File: src/kmjr_pkg.sv
`timescale 1ns / 1ps
// ----------------------------------------------------------------------------
// kmjr_pkg
// Shared types, opcodes and the key position table for the keyboard matrix.
// ----------------------------------------------------------------------------
package kmjr_pkg;

  localparam int unsigned NUM_ROWS = 8;
  localparam int unsigned NUM_COLS = 5;
  localparam int unsigned NUM_KEYS = 40;
  localparam int unsigned NUM_BTNS = 5;
  localparam int unsigned MAP_W    = 30;
  localparam int unsigned KEY_W    = 6;

  localparam logic [NUM_COLS-1:0] ROW_MASK = 5'h1f;

  localparam logic [1:0] OP_KEY   = 2'd0;
  localparam logic [1:0] OP_STICK = 2'd1;
  localparam logic [1:0] OP_READ  = 2'd2;

  localparam logic CFG_STICK0 = 1'b0;
  localparam logic CFG_STICK1 = 1'b1;

  localparam logic [MAP_W-1:0] STICK0_MAP_RST = 30'd644392473;
  localparam logic [MAP_W-1:0] STICK1_MAP_RST = 30'd1859912;

  // {row[2:0], col[2:0]} for every key
  localparam logic [5:0] KEY_POS [NUM_KEYS] = '{
    {3'd4, 3'd0}, {3'd3, 3'd0}, {3'd3, 3'd1}, {3'd3, 3'd2}, {3'd3, 3'd3},
    {3'd3, 3'd4}, {3'd4, 3'd4}, {3'd4, 3'd3}, {3'd4, 3'd2}, {3'd4, 3'd1},
    {3'd1, 3'd0}, {3'd7, 3'd4}, {3'd0, 3'd3}, {3'd1, 3'd2}, {3'd2, 3'd2},
    {3'd1, 3'd3}, {3'd1, 3'd4}, {3'd6, 3'd4}, {3'd5, 3'd2}, {3'd6, 3'd3},
    {3'd6, 3'd2}, {3'd6, 3'd1}, {3'd7, 3'd2}, {3'd7, 3'd3}, {3'd5, 3'd1},
    {3'd5, 3'd0}, {3'd2, 3'd0}, {3'd2, 3'd3}, {3'd1, 3'd1}, {3'd2, 3'd4},
    {3'd5, 3'd3}, {3'd0, 3'd4}, {3'd2, 3'd1}, {3'd0, 3'd2}, {3'd5, 3'd4},
    {3'd0, 3'd1}, {3'd0, 3'd0}, {3'd7, 3'd1}, {3'd7, 3'd0}, {3'd6, 3'd0}
  };

  // Key update request from the remap logic to the row store
  typedef struct packed {
    logic             en;
    logic [KEY_W-1:0] key;
    logic             down;
  } key_upd_t;

endpackage

File: src/keyboard_matrix_with_joystick_remap_unit.sv
`timescale 1ns / 1ps
// ----------------------------------------------------------------------------
// keyboard_matrix_with_joystick_remap_unit
// 8x5 active-low keyboard matrix with a two-stick remappable joystick front.
// ----------------------------------------------------------------------------
// Throughput: one event per cycle, set by the single event stage register,
//   while no read is held there by a full result register. A read returns
//   key_data via the event register, then the result register; key and
//   stick events give no result and change the rows as they leave the stage.
// Reset: synchronous, active low; all rows go to 0x1f (no key down), both
//   stick maps go to their default layouts, pipeline valids clear.
// ----------------------------------------------------------------------------
module keyboard_matrix_with_joystick_remap_unit (
  input  logic                          clk,
  input  logic                          rst_n,
  // configuration
  input  logic                          cfg_we,
  input  logic                          cfg_index,
  input  logic [kmjr_pkg::MAP_W-1:0]    cfg_wdata,
  // event input
  input  logic                          in_valid,
  output logic                          in_ready,
  input  logic [1:0]                    in_op,
  input  logic [kmjr_pkg::KEY_W-1:0]    in_key_index,
  input  logic                          in_stick_select,
  input  logic [2:0]                    in_stick_button,
  input  logic                          in_pressed,
  input  logic [kmjr_pkg::NUM_ROWS-1:0] in_addr_high,
  // read result
  output logic                          out_valid,
  input  logic                          out_ready,
  output logic [kmjr_pkg::NUM_COLS-1:0] out_key_data
);
  import kmjr_pkg::*;

  // Event stage register
  logic                stg_valid_r, stg_valid_nxt;
  logic [1:0]          stg_op_r;
  logic [KEY_W-1:0]    stg_key_index_r;
  logic                stg_stick_select_r;
  logic [2:0]          stg_stick_button_r;
  logic                stg_pressed_r;
  logic [NUM_ROWS-1:0] stg_addr_high_r;

  // Result register
  logic                out_valid_r, out_valid_nxt;
  logic [NUM_COLS-1:0] out_key_data_r;

  logic                in_xfer;
  logic                stg_is_read;
  logic                stg_advance;
  logic [NUM_COLS-1:0] rd_data;
  key_upd_t            upd;

  assign in_xfer     = in_valid && in_ready;
  assign stg_is_read = (stg_op_r == OP_READ);

  // A read can only leave the stage when the result register is free or
  // draining this cycle; every other event retires unconditionally.
  assign stg_advance = stg_valid_r && (!stg_is_read || !out_valid_r || out_ready);
  assign in_ready    = !stg_valid_r || stg_advance;

  always_comb begin
    stg_valid_nxt = stg_valid_r;
    if (in_ready) stg_valid_nxt = in_valid;
  end

  always_comb begin
    out_valid_nxt = out_valid_r;
    if (out_ready) out_valid_nxt = 1'b0;
    if (stg_advance && stg_is_read) out_valid_nxt = 1'b1;
  end

  always_ff @(posedge clk) begin
    if (!rst_n) begin
      stg_valid_r <= 1'b0;
      out_valid_r <= 1'b0;
    end else begin
      stg_valid_r <= stg_valid_nxt;
      out_valid_r <= out_valid_nxt;
    end
  end

  // payload, no reset
  always_ff @(posedge clk) begin
    if (in_xfer) begin
      stg_op_r           <= in_op;
      stg_key_index_r    <= in_key_index;
      stg_stick_select_r <= in_stick_select;
      stg_stick_button_r <= in_stick_button;
      stg_pressed_r      <= in_pressed;
      stg_addr_high_r    <= in_addr_high;
    end
    if (stg_advance && stg_is_read) begin
      out_key_data_r <= rd_data;
    end
  end

  // Only a retiring event may touch the rows, so each update lands once.
  kmjr_keymap u_keymap (
    .clk              (clk),
    .rst_n            (rst_n),
    .cfg_we           (cfg_we),
    .cfg_index        (cfg_index),
    .cfg_wdata        (cfg_wdata),
    .evt_valid        (stg_advance),
    .evt_op           (stg_op_r),
    .evt_key_index    (stg_key_index_r),
    .evt_stick_select (stg_stick_select_r),
    .evt_stick_button (stg_stick_button_r),
    .evt_pressed      (stg_pressed_r),
    .upd              (upd)
  );

  kmjr_row_store u_rows (
    .clk       (clk),
    .rst_n     (rst_n),
    .upd       (upd),
    .addr_high (stg_addr_high_r),
    .key_data  (rd_data)
  );

  assign out_valid    = out_valid_r;
  assign out_key_data = out_key_data_r;

endmodule

File: src/kmjr_keymap.sv
`timescale 1ns / 1ps
// ----------------------------------------------------------------------------
// kmjr_keymap
// Joystick map registers and key index selection for key and stick events.
// ----------------------------------------------------------------------------
module kmjr_keymap (
  input  logic                        clk,
  input  logic                        rst_n,
  input  logic                        cfg_we,
  input  logic                        cfg_index,
  input  logic [kmjr_pkg::MAP_W-1:0]  cfg_wdata,
  input  logic                        evt_valid,
  input  logic [1:0]                  evt_op,
  input  logic [kmjr_pkg::KEY_W-1:0]  evt_key_index,
  input  logic                        evt_stick_select,
  input  logic [2:0]                  evt_stick_button,
  input  logic                        evt_pressed,
  output kmjr_pkg::key_upd_t          upd
);
  import kmjr_pkg::*;

  logic [MAP_W-1:0] stick0_map_r;
  logic [MAP_W-1:0] stick1_map_r;
  logic [MAP_W-1:0] map_sel;
  logic [KEY_W-1:0] stick_key;
  logic             btn_ok;

  always_ff @(posedge clk) begin
    if (!rst_n) begin
      stick0_map_r <= STICK0_MAP_RST;
      stick1_map_r <= STICK1_MAP_RST;
    end else if (cfg_we) begin
      unique case (cfg_index)
        CFG_STICK0: stick0_map_r <= cfg_wdata;
        CFG_STICK1: stick1_map_r <= cfg_wdata;
        default:    ;
      endcase
    end
  end

  assign map_sel = evt_stick_select ? stick1_map_r : stick0_map_r;

  always_comb begin
    btn_ok    = 1'b1;
    stick_key = map_sel[5:0];
    unique case (evt_stick_button)
      3'd0:    stick_key = map_sel[5:0];
      3'd1:    stick_key = map_sel[11:6];
      3'd2:    stick_key = map_sel[17:12];
      3'd3:    stick_key = map_sel[23:18];
      3'd4:    stick_key = map_sel[29:24];
      default: btn_ok    = 1'b0;
    endcase
  end

  always_comb begin
    upd.down = evt_pressed;
    upd.key  = evt_key_index;
    upd.en   = 1'b0;
    if (evt_valid) begin
      priority if (evt_op == OP_KEY) begin
        upd.en = 1'b1;
      end else if (evt_op == OP_STICK) begin
        upd.key = stick_key;
        upd.en  = btn_ok;
      end else begin
        upd.en = 1'b0;
      end
    end
  end

endmodule

File: src/kmjr_row_store.sv
`timescale 1ns / 1ps
// ----------------------------------------------------------------------------
// kmjr_row_store
// Eight 5-bit active-low matrix rows: key updates and the address-select AND.
// ----------------------------------------------------------------------------
module kmjr_row_store (
  input  logic                          clk,
  input  logic                          rst_n,
  input  kmjr_pkg::key_upd_t            upd,
  input  logic [kmjr_pkg::NUM_ROWS-1:0] addr_high,
  output logic [kmjr_pkg::NUM_COLS-1:0] key_data
);
  import kmjr_pkg::*;

  logic [NUM_COLS-1:0] rows_r   [NUM_ROWS];
  logic [NUM_COLS-1:0] col_mask;
  logic [5:0]          pos;
  logic [2:0]          row_idx;
  logic                key_ok;

  assign key_ok   = (upd.key < KEY_W'(NUM_KEYS));
  assign pos      = key_ok ? KEY_POS[upd.key] : 6'd0;
  assign row_idx  = pos[5:3];
  assign col_mask = NUM_COLS'(1) << pos[2:0];

  always_ff @(posedge clk) begin
    if (!rst_n) begin
      for (int r = 0; r < NUM_ROWS; r++) begin
        rows_r[r] <= ROW_MASK;
      end
    end else if (upd.en && key_ok) begin
      if (upd.down) begin
        rows_r[row_idx] <= rows_r[row_idx] & ~col_mask;
      end else begin
        rows_r[row_idx] <= rows_r[row_idx] | col_mask;
      end
    end
  end

  // low address bit selects its row
  always_comb begin
    key_data = ROW_MASK;
    for (int r = 0; r < NUM_ROWS; r++) begin
      if (!addr_high[r]) key_data = key_data & rows_r[r];
    end
  end

endmodule
File: config.mk
export PLATFORM = sky130hd
export DESIGN_NAME = keyboard_matrix_with_joystick_remap_unit
export DESIGN_NICKNAME = d
export VERILOG_FILES = /design/src/kmjr_pkg.sv /design/src/keyboard_matrix_with_joystick_remap_unit.sv /design/src/kmjr_keymap.sv /design/src/kmjr_row_store.sv
export SDC_FILE = /design/constraint.sdc
export NUM_CORES = 1
export LEC_CHECK = 0
export BUFFER_PORTS_ARGS = -buffer_cell sky130_fd_sc_hd__buf_4
export CORE_AREA = 2 2 125 127
export CTS_CLUSTER_SIZE = 16
export DETAILED_ROUTE_END_ITERATION = 16
export DIE_AREA = 0 0 127 129
export SYNTH_ARGS = -nofsm -noshare
export SYNTH_HDL_FRONTEND = slang
export SYNTH_SLANG_ARGS = --single-unit
File: constraint.sdc
create_clock -name clk -period 4.5 [get_ports clk]
set_clock_uncertainty 0.15 [all_clocks]
set_input_delay 0.675 -clock clk [delete_from_list [all_inputs] [get_ports clk]]
set_output_delay 0.675 -clock clk [all_outputs]
set_load 0.01 [all_outputs]
==> impl_metrics.py <==
metrics = {
    "drt": {
        "ant_nets": 0,
        "dr_total_vias": 5770,
        "wire_per_inst_microns": 19.68,
        "drcViolationCount": 0,
        "wirelength_microns": 19030,
        "dr.pass1.iters": 8,
        "drt_iter0_drc": 632,
        "via_per_inst": 5.967,
    },
    "clock_network": {
        "clk_pin_slew_ns": 0.06,
        "clock_path_buffers": 2,
        "h-tree-depth": 4,
        "cts_tree": "yes",
        "clock-root-buffer": "clkbuf_16",
        "clock_latency_ns": 0.43,
        "clock-sinks": 128,
        "numCtsBuffers": 17,
        "cts_hold_buf": 0,
    },
    "synthesis": {
        "syn_nets": 758,
        "ys.flop_type": "edfxtp_1",
        "ys_ff_latch": 128,
        "ys_types": 69,
        "yosysWarnings": 0,
        "yosysSeqAreaShare_pct": 48.38,
        "syn_avg_cell_area_sq_um": 9.599,
        "postSynthCellCount": 694,
        "synth_edf_count": 66,
        "netlist_area_sq_mm": 0.006661,
        "async_reset_ff_share_pct": 0,
    },
    "finish": {
        "final_cell_mix": "nand2_1 (161), buf_4 (89), edfxtp_1 (66)",
        "regArea_sq_mm": 0.003223,
        "nNetsFinal": 831,
        "multi_input_area_sq_mm": 0.003282,
        "layout-drive-gt1-share_pct": 20.92,
        "area_growth_pct": 20.59,
        "diodes": 0,
        "fill_cells": 1359,
        "instances_no_fill": 967,
        "final_common_cell": "nand2_1",
    },
    "timing": {
        "fin_crit_sh_pct": 95.22,
        "rsz0062_at_grt": "no",
        "layout_setup_ws_ns": 0.2151,
        "slew_headroom_pct": 15.69,
        "hold_slack_ns": 0.2706,
        "finalCriticalPeriod_ns": 4.285,
        "max_freq_mhz": 233.4,
        "fin_tns_setup_ns": 0,
        "finalHoldViolCount": 0,
        "tightestPinTransition_ns": 1.259,
        "drv_slew": 0,
        "finalSetupViolations": 0,
    },
    "placed_design": {
        "dp_hpwl_microns": 13600,
        "post-place-ws_ns": 0.1783,
        "dp_cells": 935,
        "place.gp.congestion": 0.8916,
        "io_buffers": 63,
    },
    "worst_hold_path": {
        "hold_depth": 1,
        "hold_path_class": "primary input to flop",
    },
    "setup_path": {
        "slowest_delay_ns": 0.40,
        "path_buf_inv": 3,
        "start_kind": "flop",
        "cp_data_required_time_ns": 4.52,
        "rr_worst_depth": 15,
        "path_common_cell": "buf_4",
        "arrival_ns": 4.30,
        "path_depth": 15,
        "path_delay_family": "compound AO/OA/AOI/OAI gates",
        "crit_chain": "buf_4 > mux2i_1 > o22ai_1 > or3_1 > and2_2 > inv_1 > ha_1 > o21ai_0 > a21oi_1 > o32a_1 > buf_4 > a21boi_0 > o32ai_1 > a31o_2 > nand2_1",
        "cpMaxStageDelayCell": "edfxtp_1",
        "critPathKind": "flop to flop",
        "cp_max_fo": 16,
        "crit_path_end_kind": "flop",
    },
    "floorplanning": {
        "start_util_pct": 44.48,
        "io_pins": 64,
        "core_region_area_sq_mm": 0.01498,
        "dieHeight_microns": 129,
        "fp-row-count": 45,
        "die_w_microns": 127,
        "die_area_sq_mm": 0.01638,
    },
    "pwr": {
        "peakVddDrop_mv": 0.2954,
        "power.density_mw_per_mm2": 387.0,
        "power.static_leakage_nw": 2.945,
    },
    "global_routing": {
        "grt_start_max_net_pins": 71,
        "grtUsageTotal_pct": 23.92,
        "grt_pass1_wl_microns": 29920,
        "antenna_found_initial": 0,
        "grt_pass1_vias": 5557,
        "overflow": 0,
    },
    "flow_run": {
        "drv_cap": 0,
    },
    "status": {
        "status": "completed",
    },
}
==> path summary, 6_finish.rpt <==
path	start	to	slack, ns
min reg2reg	u_keymap.stick1_map_r[27]	u_keymap.stick1_map_r[27]	0.31
max reg2reg	stg_stick_select_r	u_rows.rows_r[3][2]	0.22
max	stg_stick_select_r	u_rows.rows_r[3][2]	0.22
min	in_key_index[3]	stg_key_index_r[3]	0.27
==> flip-flops by register name, indices dropped and copies added (netlist names), 2 cells and up <==
signal                 cells
u_rows.rows_r             40
u_keymap.stick0_map_r     30
u_keymap.stick1_map_r     30
stg_addr_high_r            8
stg_key_index_r            6
out_key_data               5
stg_stick_button_r         3
stg_op_r                   2
==> per-stage QoR <==
step / cell area, sq um / util (%) / power [mW]
floorplan: 6661 / - / 1.616
global placement: 7401 / 49.42 / 1.768
finish: 8033 / 53.63 / 3.108
detailed placement: 7401 / 49.42 / 1.773
global route: 8033 / 53.63 / 3.224
CTS: 7983 / 53.30 / 3.114
==> cell usage after synthesis, types with 12 or more instances <==
master    count  area share [%]
nand2_1     162             9.1
edfxtp_1     66              30
dfxtp_1      62              19
nand3_1      49             3.7
a21boi_0     41             4.6
mux2i_1      31             4.7
o22ai_1      31             2.9
clkbuf_1     21             1.2
o21ai_0      18             1.4
o21ai_1      16             1.2
nor2_1       12            0.68
==> per-layer routing <==
layer	track usage, %	wire length (microns)	up-vias
met5	0	0	-
met4	9.761	548	0
met3	5.198	1188	50
met2	40.16	9257	287
met1	30.16	8034	2708
li1	-	-	2725
==> power by group <==
part	total (mW)	leakage (nW)	internal [mW]	switching, mW
clock	1.34	0.291	0.832	0.505
sequential	1.30	1.03	1.27	0.0281
combinational	0.473	1.62	0.179	0.295
==> worst reg2reg max path, stage by stage, from the launching register on <==
cell	delay, ns
edfxtp_1	0.40
buf_4	0.22
mux2i_1	0.28
o22ai_1	0.10
or3_1	0.39
and2_2	0.29
inv_1	0.19
ha_1	0.22
o21ai_0	0.11
a21oi_1	0.33
o32a_1	0.27
buf_4	0.23
a21boi_0	0.11
o32ai_1	0.40
a31o_2	0.26
nand2_1	0.07
==> layout make-up <==
type	count	share of cell area (%)
Multi-Input combinational cell	524	40.86
Timing Repair Buffer	90	8.567
Clock inverter	7	0.5607
Inverter	6	0.2804
Tap cell	188	2.928
Clock buffer	24	6.682
Sequential cell	128	40.12
==> kinds of logic (layout without fill, tap and decap cells) <==
kind of cell	Yosys count	after routing	share of synthesized area [%]
buffers and inverters	42	127	3.062
adder cells (fa/ha/maj)	7	7	1.315
flip-flops	128	128	48.38
multiplexers	34	34	5.391
AO/OA/AOI/OAI	185	185	19.91
AND/OR/NAND/NOR	298	298	21.94
==> what timing repair did <==
item / in CTS / in global routing
buffers inserted: 0 / 1
gates resized for setup: 0 / 9
endpoints found under the setup margin: 0 / 67
(Power assumes the default switching activity.)
